===== config.mk =====
export PLATFORM = sky130hd
export DESIGN_NAME = multi_timer_bank_core
export DESIGN_NICKNAME = d
export VERILOG_FILES = /design/src/rtl/mtb_pkg.sv /design/src/rtl/mtb_eval.sv /design/src/rtl/multi_timer_bank_core.sv
export SDC_FILE = /design/constraint.sdc
export NUM_CORES = 1
export LEC_CHECK = 0
export CORE_ASPECT_RATIO = 0.75
export CORE_MARGIN = 10
export CORE_UTILIZATION = 40
export CTS_BUF_LIST = sky130_fd_sc_hd__clkbuf_8 sky130_fd_sc_hd__clkbuf_16
export DETAILED_ROUTE_END_ITERATION = 8
export DONT_BUFFER_PORTS = 1
export HOLD_SLACK_MARGIN = 0.03
export SLEW_MARGIN = 20
export SYNTH_ARGS = -nofsm -noshare
export SYNTH_HDL_FRONTEND = slang
export SYNTH_HIERARCHICAL = 1
export SYNTH_SLANG_ARGS = --single-unit

===== constraint.sdc =====
create_clock -name clk_i -period 5.1 [get_ports clk_i]
set_input_delay 1.02 -clock clk_i [delete_from_list [all_inputs] [get_ports clk_i]]
set_output_delay 1.02 -clock clk_i [all_outputs]
set_load 0.05 [all_outputs]

===== src/rtl/mtb_pkg.sv =====
// ----------------------------------------------------------------------------
// mtb_pkg
// Types and codes shared by the timer bank core and its entry evaluator.
// ----------------------------------------------------------------------------
package mtb_pkg;

  typedef enum logic [2:0] {
    OP_TICK  = 3'd0,
    OP_INIT  = 3'd1,
    OP_START = 3'd2,
    OP_RESET = 3'd3,
    OP_STOP  = 3'd4,
    OP_QUERY = 3'd5
  } op_e;

  typedef enum logic [1:0] {
    TT_DEFAULT = 2'd0,
    TT_AUTO    = 2'd1,
    TT_ONESHOT = 2'd2
  } tmr_type_e;

  // type code with no meaning, stored as a default timer
  localparam logic [1:0] TYPE_CODE_UNUSED = 2'b11;

  localparam logic KIND_EXPIRY = 1'b0;
  localparam logic KIND_STATUS = 1'b1;

  localparam int unsigned HIT_W = 4;
  localparam logic [HIT_W-1:0] MAX_HITS = 4'd8;

  localparam int unsigned PERIOD_W = 16;

  typedef enum logic [1:0] {
    ST_IDLE,
    ST_ARM,
    ST_SCAN,
    ST_FLUSH
  } state_e;

  typedef struct packed {
    logic [2:0]          op;
    logic [2:0]          timer_id;
    logic [1:0]          timer_type;
    logic [PERIOD_W-1:0] period;
  } req_t;

  typedef struct packed {
    logic       kind;
    logic [2:0] fired_id;
    logic       running;
    logic       last;
  } res_t;

  // verdict on one timer entry
  typedef struct packed {
    logic fire;
    logic keep_active;
    logic write_wake;
  } eval_t;

endpackage


===== src/rtl/mtb_eval.sv =====
// ----------------------------------------------------------------------------
// mtb_eval
// Decides what happens to one timer entry: arm it, fire it at once, or on a
// tick check its wakeup time and re-arm or stop it.
// ----------------------------------------------------------------------------
module mtb_eval #(
  parameter int unsigned TICK_BITS = 16
) (
  input  logic                         is_tick_i,
  input  logic [1:0]                   ttype_i,
  input  logic [mtb_pkg::PERIOD_W-1:0] period_i,
  input  logic [TICK_BITS-1:0]         wake_i,
  input  logic                         active_i,
  input  logic [TICK_BITS-1:0]         now_i,
  output mtb_pkg::eval_t               eval_o,
  output logic [TICK_BITS-1:0]         wake_o
);

  logic                 p_zero;
  logic                 is_auto;
  logic                 immediate;
  logic                 hit;
  logic [TICK_BITS-1:0] p_eff;

  assign p_zero    = (period_i == '0);
  assign is_auto   = (ttype_i == mtb_pkg::TT_AUTO);
  // one-shot, or default with no period, fires on arming
  assign immediate = (ttype_i == mtb_pkg::TT_ONESHOT) ||
                     ((ttype_i == mtb_pkg::TT_DEFAULT) && p_zero);
  assign hit       = active_i && (wake_i == now_i);

  // period reduced to the counter width, zero taken as one for auto timers
  assign p_eff  = (is_auto && p_zero) ? TICK_BITS'(1) : TICK_BITS'(period_i);
  assign wake_o = now_i + p_eff;

  always_comb begin
    if (is_tick_i) begin
      eval_o.fire        = hit;
      eval_o.keep_active = hit ? is_auto : active_i;
      eval_o.write_wake  = hit && is_auto;
    end else begin
      eval_o.fire        = immediate;
      eval_o.keep_active = !immediate;
      eval_o.write_wake  = !immediate;
    end
  end

endmodule


===== src/rtl/multi_timer_bank_core.sv =====
// ----------------------------------------------------------------------------
// multi_timer_bank_core
// Bank of software-style timers sharing one wrapping tick counter.
// ----------------------------------------------------------------------------
// A word is taken when start_i is high and busy_o is low. Init, stop, query
// and ignored words leave busy_o low; a query answer shows on res_o in the
// next cycle. Starting a timer not running and resetting a timer keep busy_o
// high while the timer entry is read back from the entry memory. A tick keeps
// busy_o high while the entry memory is swept one timer a cycle through its
// single read port, with the write-back of a re-armed timer overlapping the
// read of the next. Expiry words come out at most one a cycle with
// res_valid_o high for a single cycle each, at most eight per tick, the
// final one marked by last; the receiver must take every word as it appears.
// No clearing pass is needed after reset.
module multi_timer_bank_core #(
  parameter int unsigned NUM_TIMERS = 8,
  parameter int unsigned TICK_BITS  = 16
) (
  input  logic          clk_i,
  input  logic          rst_ni,
  input  logic          start_i,
  input  mtb_pkg::req_t req_i,
  output logic          busy_o,
  output logic          res_valid_o,
  output mtb_pkg::res_t res_o
);

  localparam int unsigned IDX_W   = (NUM_TIMERS > 1) ? $clog2(NUM_TIMERS) : 1;
  localparam int unsigned PTR_W   = $clog2(NUM_TIMERS + 1);
  localparam int unsigned CMP_W   = (PTR_W > 3) ? PTR_W : 3;
  localparam int unsigned ENTRY_W = 2 + mtb_pkg::PERIOD_W + TICK_BITS;

  mtb_pkg::state_e state_q, state_d;

  logic [TICK_BITS-1:0]     now_q, now_d;
  logic [PTR_W-1:0]         rd_ptr_q, rd_ptr_d;
  logic                     ev_valid_q, ev_valid_d;
  logic [IDX_W-1:0]         ev_idx_q, ev_idx_d;
  logic [mtb_pkg::HIT_W-1:0] hit_cnt_q, hit_cnt_d;
  logic                     pend_valid_q, pend_valid_d;
  logic [2:0]               pend_id_q, pend_id_d;
  logic [IDX_W-1:0]         arm_idx_q, arm_idx_d;
  logic [2:0]               arm_id_q, arm_id_d;
  logic [NUM_TIMERS-1:0]    active_q, active_d;
  logic [NUM_TIMERS-1:0]    written_q, written_d;
  logic                     out_valid_q, out_valid_d;
  mtb_pkg::res_t            out_q, out_d;

  // entry memory: {type, period, wakeup}
  logic [ENTRY_W-1:0] mem_q [NUM_TIMERS];
  logic [ENTRY_W-1:0] rdata_q;
  logic               rd_written_q;
  logic [IDX_W-1:0]   raddr;
  logic               we;
  logic [IDX_W-1:0]   waddr;
  logic [ENTRY_W-1:0] wdata;

  logic                         accept;
  logic                         id_ok;
  logic [IDX_W-1:0]             req_idx;
  logic                         arm_req;
  logic [1:0]                   init_type;
  logic [1:0]                   e_type;
  logic [mtb_pkg::PERIOD_W-1:0] e_period;
  logic [TICK_BITS-1:0]         e_wake;
  logic                         e_active;
  logic                         is_tick;
  logic                         scan_done;
  mtb_pkg::eval_t               ev;
  logic [TICK_BITS-1:0]         new_wake;

  assign accept    = start_i && (state_q == mtb_pkg::ST_IDLE);
  assign id_ok     = CMP_W'(req_i.timer_id) < CMP_W'(NUM_TIMERS);
  assign req_idx   = IDX_W'(req_i.timer_id);
  assign arm_req   = id_ok && (((req_i.op == mtb_pkg::OP_START) && !active_q[req_idx]) ||
                               (req_i.op == mtb_pkg::OP_RESET));
  assign init_type = (req_i.timer_type == mtb_pkg::TYPE_CODE_UNUSED) ?
                     mtb_pkg::TT_DEFAULT : req_i.timer_type;
  assign scan_done = (rd_ptr_q == PTR_W'(NUM_TIMERS));
  assign is_tick   = (state_q == mtb_pkg::ST_SCAN);

  // an entry never initialised reads as a default timer with no period
  assign e_type   = rd_written_q ? rdata_q[ENTRY_W-1 -: 2] : mtb_pkg::TT_DEFAULT;
  assign e_period = rd_written_q ? rdata_q[TICK_BITS +: mtb_pkg::PERIOD_W] : '0;
  assign e_wake   = rdata_q[TICK_BITS-1:0];
  assign e_active = active_q[ev_idx_q];

  assign raddr = (state_q == mtb_pkg::ST_IDLE) ? req_idx : rd_ptr_q[IDX_W-1:0];

  mtb_eval #(
    .TICK_BITS(TICK_BITS)
  ) u_eval (
    .is_tick_i(is_tick),
    .ttype_i  (e_type),
    .period_i (e_period),
    .wake_i   (e_wake),
    .active_i (e_active),
    .now_i    (now_q),
    .eval_o   (ev),
    .wake_o   (new_wake)
  );

  always_ff @(posedge clk_i) begin
    if (we) begin
      mem_q[waddr] <= wdata;
    end
    rdata_q      <= mem_q[raddr];
    rd_written_q <= written_q[raddr];
  end

  // next state
  always_comb begin
    state_d = state_q;
    unique case (state_q)
      mtb_pkg::ST_IDLE: begin
        if (start_i) begin
          if (req_i.op == mtb_pkg::OP_TICK) begin
            state_d = mtb_pkg::ST_SCAN;
          end else if (arm_req) begin
            state_d = mtb_pkg::ST_ARM;
          end
        end
      end
      mtb_pkg::ST_ARM:   state_d = mtb_pkg::ST_IDLE;
      mtb_pkg::ST_SCAN: begin
        if (scan_done) begin
          state_d = mtb_pkg::ST_FLUSH;
        end
      end
      mtb_pkg::ST_FLUSH: state_d = mtb_pkg::ST_IDLE;
      default:           state_d = mtb_pkg::ST_IDLE;
    endcase
  end

  // datapath and outputs
  always_comb begin
    now_d        = now_q;
    rd_ptr_d     = rd_ptr_q;
    ev_valid_d   = ev_valid_q;
    ev_idx_d     = ev_idx_q;
    hit_cnt_d    = hit_cnt_q;
    pend_valid_d = pend_valid_q;
    pend_id_d    = pend_id_q;
    arm_idx_d    = arm_idx_q;
    arm_id_d     = arm_id_q;
    active_d     = active_q;
    written_d    = written_q;
    out_valid_d  = 1'b0;
    out_d        = out_q;
    we           = 1'b0;
    waddr        = ev_idx_q;
    wdata        = {e_type, e_period, new_wake};

    unique case (state_q)
      mtb_pkg::ST_IDLE: begin
        if (start_i) begin
          arm_idx_d = req_idx;
          arm_id_d  = req_i.timer_id;
          unique case (req_i.op)
            mtb_pkg::OP_TICK: begin
              now_d        = now_q + TICK_BITS'(1);
              rd_ptr_d     = '0;
              ev_valid_d   = 1'b0;
              hit_cnt_d    = '0;
              pend_valid_d = 1'b0;
            end
            mtb_pkg::OP_INIT: begin
              if (id_ok) begin
                we                 = 1'b1;
                waddr              = req_idx;
                wdata              = {init_type, req_i.period, now_q};
                written_d[req_idx] = 1'b1;
                active_d[req_idx]  = 1'b0;
              end
            end
            mtb_pkg::OP_STOP: begin
              if (id_ok) begin
                active_d[req_idx] = 1'b0;
              end
            end
            mtb_pkg::OP_QUERY: begin
              out_valid_d    = 1'b1;
              out_d.kind     = mtb_pkg::KIND_STATUS;
              out_d.fired_id = req_i.timer_id;
              out_d.running  = id_ok && active_q[req_idx];
              out_d.last     = 1'b1;
            end
            default: ;
          endcase
        end
      end
      mtb_pkg::ST_ARM: begin
        if (ev.fire) begin
          active_d[arm_idx_q] = 1'b0;
          out_valid_d         = 1'b1;
          out_d.kind          = mtb_pkg::KIND_EXPIRY;
          out_d.fired_id      = arm_id_q;
          out_d.running       = 1'b0;
          out_d.last          = 1'b1;
        end else begin
          we                  = 1'b1;
          waddr               = arm_idx_q;
          active_d[arm_idx_q] = 1'b1;
        end
      end
      mtb_pkg::ST_SCAN: begin
        if (!scan_done) begin
          rd_ptr_d   = rd_ptr_q + PTR_W'(1);
          ev_valid_d = 1'b1;
          ev_idx_d   = rd_ptr_q[IDX_W-1:0];
        end else begin
          ev_valid_d = 1'b0;
        end
        // each expiry is held back until the next one or the flush so the final word can carry last
        if (ev_valid_q && (hit_cnt_q < mtb_pkg::MAX_HITS) && ev.fire) begin
          hit_cnt_d          = hit_cnt_q + mtb_pkg::HIT_W'(1);
          active_d[ev_idx_q] = ev.keep_active;
          we                 = ev.write_wake;
          pend_valid_d       = 1'b1;
          pend_id_d          = 3'(ev_idx_q);
          if (pend_valid_q) begin
            out_valid_d    = 1'b1;
            out_d.kind     = mtb_pkg::KIND_EXPIRY;
            out_d.fired_id = pend_id_q;
            out_d.running  = 1'b0;
            out_d.last     = 1'b0;
          end
        end
      end
      mtb_pkg::ST_FLUSH: begin
        if (pend_valid_q) begin
          out_valid_d    = 1'b1;
          out_d.kind     = mtb_pkg::KIND_EXPIRY;
          out_d.fired_id = pend_id_q;
          out_d.running  = 1'b0;
          out_d.last     = 1'b1;
        end
        pend_valid_d = 1'b0;
      end
      default: ;
    endcase
  end

  always_ff @(posedge clk_i or negedge rst_ni) begin
    if (!rst_ni) begin
      state_q      <= mtb_pkg::ST_IDLE;
      now_q        <= '0;
      rd_ptr_q     <= '0;
      ev_valid_q   <= 1'b0;
      hit_cnt_q    <= '0;
      pend_valid_q <= 1'b0;
      active_q     <= '0;
      written_q    <= '0;
      out_valid_q  <= 1'b0;
    end else begin
      state_q      <= state_d;
      now_q        <= now_d;
      rd_ptr_q     <= rd_ptr_d;
      ev_valid_q   <= ev_valid_d;
      hit_cnt_q    <= hit_cnt_d;
      pend_valid_q <= pend_valid_d;
      active_q     <= active_d;
      written_q    <= written_d;
      out_valid_q  <= out_valid_d;
    end
  end

  always_ff @(posedge clk_i) begin
    ev_idx_q  <= ev_idx_d;
    pend_id_q <= pend_id_d;
    arm_idx_q <= arm_idx_d;
    arm_id_q  <= arm_id_d;
    out_q     <= out_d;
  end

  assign busy_o      = (state_q != mtb_pkg::ST_IDLE);
  assign res_valid_o = out_valid_q;
  assign res_o       = out_q;

  // a tick never reports more than eight expiries
  a_hit_cap: assert property (@(posedge clk_i) disable iff (!rst_ni)
    hit_cnt_q <= mtb_pkg::MAX_HITS)
    else $error("tick expiry count beyond limit");

  // the sweep pointer stays within the bank
  a_ptr_range: assert property (@(posedge clk_i) disable iff (!rst_ni)
    rd_ptr_q <= PTR_W'(NUM_TIMERS))
    else $error("sweep pointer out of range");

  // arming only follows a taken word
  a_arm_from_accept: assert property (@(posedge clk_i) disable iff (!rst_ni)
    (state_q == mtb_pkg::ST_ARM) |-> $past(accept))
    else $error("arm state without a taken word");

  // a word not marked last always has a successor held back
  a_more_pending: assert property (@(posedge clk_i) disable iff (!rst_ni)
    (res_valid_o && !res_o.last) |-> pend_valid_q)
    else $error("non-final result with nothing pending");

endmodule

# Word level (Yosys, flattened, before mapping)
# Memories as Yosys holds them, arrays and structs flattened. A register that Yosys moved wholly into a read port is not among the register bits.
# Index checks and enable logic that the tools add are counted.
[op_classes]
add_sub_neg = 4
n_lt_le_gt_ge = 8
eq_ne = 24
mux = 69
n_bitwise = 7
reduce_logical = 36
[op_table]
columns = ["operator", "count"]
rows = [
  ["$mux W34", 3],
  ["$mux W6", 6],
  ["$mux W16", 2],
  ["$mux W8", 4],
  ["$pmux W6 S4", 1],
  ["$pmux W8 S3", 1],
  ["$mux W1", 22],
  ["$add A16 B1 Y16 const B", 1],
  ["$add A16 B16 Y16", 1],
  ["$and A8 B8 Y8", 2],
  ["$eq A16 B16 Y1", 1],
  ["$logic_not A16 Y1", 1],
  ["$lt A3 B4 Y1 const B", 4],
  ["$mux W4", 4],
  ["$not A8 Y8", 2],
  ["$or A8 B8 Y8", 2],
  ["$pmux W4 S2", 2],
  ["$reduce_and A4 Y1", 4],
  ["$mux W3", 5],
  ["$mux W2", 6],
  ["$ne A2 B2 Y1 const B", 6],
  ["$reduce_and A3 Y1", 4],
  ["$logic_and A1 B1 Y1", 10],
  ["$bmux W1 S3", 3],
  ["other kinds (28)", 51],
]
[totals]
reg_bits = 61
ram_bits = 272
inputBits = 27
word_cells = 166
memories = 1
[mem_list]
columns = ["name", "depth", "width", "read_ports", "rd_clocked_by_memory_dff", "write_ports", "line", "text"]
rows = [
  ["mem_q", 8, 34, 1, 1, 1, "multi_timer_bank_core.sv:50", "logic [ENTRY_W-1:0] mem_q [NUM_TIMERS];"],
]

# Depth between registers and ports, before layout
[depth]
word_depth = 11
mapped_depth = 14
ltp_nobuf = 13

# Hierarchy
# The synthesis kept the hierarchy.
[by_module_without_submodules]
columns = ["module", "n_inst", "cells_each", "area_per_inst_um2", "seq_area_each_um2"]
rows = [
  ["multi_timer_bank_core", 1, 1187, 16230.6, 10445.0],
  ["mtb_eval", 1, 146, 1043.5, 0.0],
]

# Worst setup path after synthesis
# Ideal clock, no wire load.
[synth_path]
path_type = "register -> register"
startpoint = "reg ev_idx_q[0]"
endpoint = "mem mem_q[2][0] in the netlist's numbering, enable pin"
arrival_ns = 4.919
path_slack_ns = -0.286
path_stages_with_launch = 15
path_buffers = 3
path_cell_list = "edfxtp_1 -> clkbuf_1 -> clkbuf_1 -> mux2i_1 -> o211ai_1 -> o21ai_0 -> nand2_1 -> nand2_1 -> nor3_1 -> a21o_1 -> clkbuf_1 -> and4b_1 -> a221o_1 -> o211ai_1 -> nor3_1"
[synth_rtl]
columns = ["item", "line", "text"]
rows = [
  ["start: declaration", "multi_timer_bank_core.sv:38", "logic [IDX_W-1:0] ev_idx_q, ev_idx_d;"],
  ["start signal: assignment", "multi_timer_bank_core.sv:269", "ev_idx_q <= ev_idx_d;"],
  ["end: declaration", "multi_timer_bank_core.sv:50", ""],
]

==> metrics.txt <==
status=finished clean; crit path DAT=4.36 ns; max-cap violations=0; post-synthesis sequential area ratio=60.5%; Ys Warns=6; net switching fraction of the power=36.3%; Synth Area per Inst=13.0 sq um; Max Slew Vio Count=0; top-count cell post-synth=edfxtp_1; DRT Pass-1 Iters=5; Util after Layout=44.6%; Clock Sinks=367; initial antenna violation count=9; cells after synthesis=1,333; Synth area leader=edfxtp_1; Synth cell types=75; number of port buffers=0; most frequent cells after synthesis=287 x edfxtp_1, 149 x nor2b_1, 79 x o22ai_1; clk buf depth=3; GRT overflow=0; max_slew headroom=30.4%; CP Launch Type=register; fmax=237 MHz; Vias/cell=5.73; slowest cell on the critical path=buf_4; routability cong.=0.880; worst stage delay on the critical path=0.51 ns; row count=65; synth top area cells=edfxtp_1 50%, dfrtp_1 6.5%, nor2b_1 5.4%; number of flops mapped to enable cells by yosys=287; Pint=7.12 mW; R2R Setup Slk=0.88 ns; clock network fraction of total power=22.6%; NetSw=4.05 mW; Starting Density=40.8%; Peak supply drop=0.320 mV; worst hold path type=in -> async; CP delay by family, top=simple AND/OR/NAND/NOR gates; detailed router's first-iteration violation count=1,049; core area=0.0424 sq mm; fin crit share=82.7%; Clock Latency Late Sink=0.53 ns; Clock H-tree levels=2; combinational power share=36.1%; Synth Flop Type=edfxtp_1; final hold viol count=0; register share of total power=41.3%; Post-CTS Resized=0; area of the die=0.0520 sq mm; P per Cell Area=591 mW/mm^2; DR vias=10.9k; vias in the first global route=10.4k; Synth top area share=49.9%; Worst Tran Pin Value=1.04 ns; Final Power=11.2 mW; Non-Filler Instances=1,899; source of the critical timing path=rd_written_q$_DFF_P_; share of post-route cells with drive strength above 1=13.3%; launch point of the worst reg-to-reg path=rd_written_q$_DFF_P_; flops & latches, synth=367; fin nets=1,355; DRT Wirelength=40,900 microns; CTS tree=yes; unrepaired setup endpoints after global routing=false; CP max FO=34; Post-synth ARST share=12.3%; syn_nets=1,387; CP Data Required Time=5.24 ns; placed cell count=1,831; num ports=35; Tot GR Track Use=15.7%; Antenna Nets Post-Route=0; routed wire length per instance=21.5 microns; Fin Clk Skew=0.0263 ns; CTS hold repair buffers=0; Num CTS Buffers=37; Setup CP Type=reg -> reg; Detail Placement HPWL=27,600 microns; first-pass GRT wire length=63,500 microns; Hold Slack=0.189 ns; CTS root buf=clkbuf_16; Post-CTS Setup Bufs=0; Die Ht=200 microns; Critical Path, Cell by Cell=and2_1, nor4_1, nand4_1, a211oi_1, a21o_1, and4b_1, a221o_1, nand4bb_1, nor3_2, buf_4; Clock Pin Slew Worst Setup and Hold Paths=0.07 ns; largest net degree at the start of global routing=87; # setup viols final=0; Die Wd=260 microns; fin crit period=4.22 ns; Pleak=6.60 nW; Worst Path Buf+Inv=1; Residual DRC=0; Critical Path End Type=register; synth-to-layout area growth=9.50%; synthesized cell area=0.0173 sq mm
kinds of logic (layout without fill, tap and decap cells):
family	after synthesis	in the layout	synth area share (%)
AO/OA/AOI/OAI	325	325	12.4
XOR/XNOR	45	45	2.28
adder cells (fa/ha/maj)	27	27	2.00
buffers and inverters	123	117	3.18
flip-flops	367	367	60.5
multiplexers	78	78	7.61
other	0	3	0
AND/OR/NAND/NOR	368	368	12.1
through the flow:
stage / setup TNS, ns / worst slack (ns) / instance area (sq um)
finish: 0 / 0.883 / 18900
global placement: 0 / 1.08 / 17800
detailed placement: 0 / 0.855 / 17800
floorplan: -67.89 / -0.286 / 17300
global route: 0 / 0.527 / 18900
CTS: 0 / 0.832 / 18900
metal layers:
metal	wire length (microns)	up-vias	part of all wire [%]	GRT usage, %
li1	-	5028	-	-
met1	20100	5435	49	24.0
met2	17000	343	42	22.1
met3	3140	60	7.7	3.70
met4	542	12	1.3	3.20
met5	99	-	0.24	0
cell type report:
| type | count | area, sq um |
|---|---|---|
| Timing Repair Buffer | 22 | 165 |
| Sequential cell | 367 | 10400 |
| Inverter | 30 | 113 |
| Clock buffer | 41 | 981 |
| Tap cell | 569 | 712 |
| Multi-Input combinational cell | 843 | 6360 |
| Fill cell | 3696 | 23500 |
| Clock inverter | 24 | 130 |
| Antenna cell | 3 | 7.51 |
state kept, by name (all words and copies together), names as in the netlist:
signal	cells
active_q	8
ev_valid_q	1
rd_written_q	1
mem_q	272
res_o	6
now_q	16
written_q	8
state_q	2
rd_ptr_q	4
arm_id_q	3
hit_cnt_q	4
pend_id_q	3
pend_valid_q	1
res_valid_o	1
rdata_q	34
ev_idx_q	3
power groups by stage:
stage	registers (mW)	clock network (mW)	logic, mW
floorplan	4.50	0	3.08
global placement	4.66	0	3.97
detailed placement	4.67	0	4.03
CTS	4.62	2.57	4.04
global route	4.68	2.70	4.47
finish	4.62	2.52	4.04
cell usage in the layout, fill, tap and decap left out, drive strengths merged, types with 10 or more instances in the layout:
cell type and instances:
nor2b 149, nor3 16, nor2 47, a21oi 20, edfxtp 287, dfxtp 35, inv 43, and2 23
ha 26, o211ai 10, a22oi 38, clkbuf 41, dfrtp 45, xnor2 25, o22ai 79, o21ai 75
buf 22, mux2 33, nand3b 10, nand2 42, nand4 16, xor2 20, a31oi 39, mux4 37
nand3 23, nor4 10
final timing paths:
check | to | depth (start not counted)
max in group asynchronous | now_q[3]$_DFFE_PN0P_ | 0
min in group clk_i | written_q[2]$_DFFE_PN0P_ | 1
worst max-delay path | mem_q[4][25]$_DFFE_PP_ | 10
worst min register to register | written_q[2]$_DFFE_PN0P_ | 1
worst min-delay path | active_q[1]$_DFFE_PN0P_ | 0
worst max register to register | mem_q[4][25]$_DFFE_PP_ | 10
(Power assumes the default switching activity.)
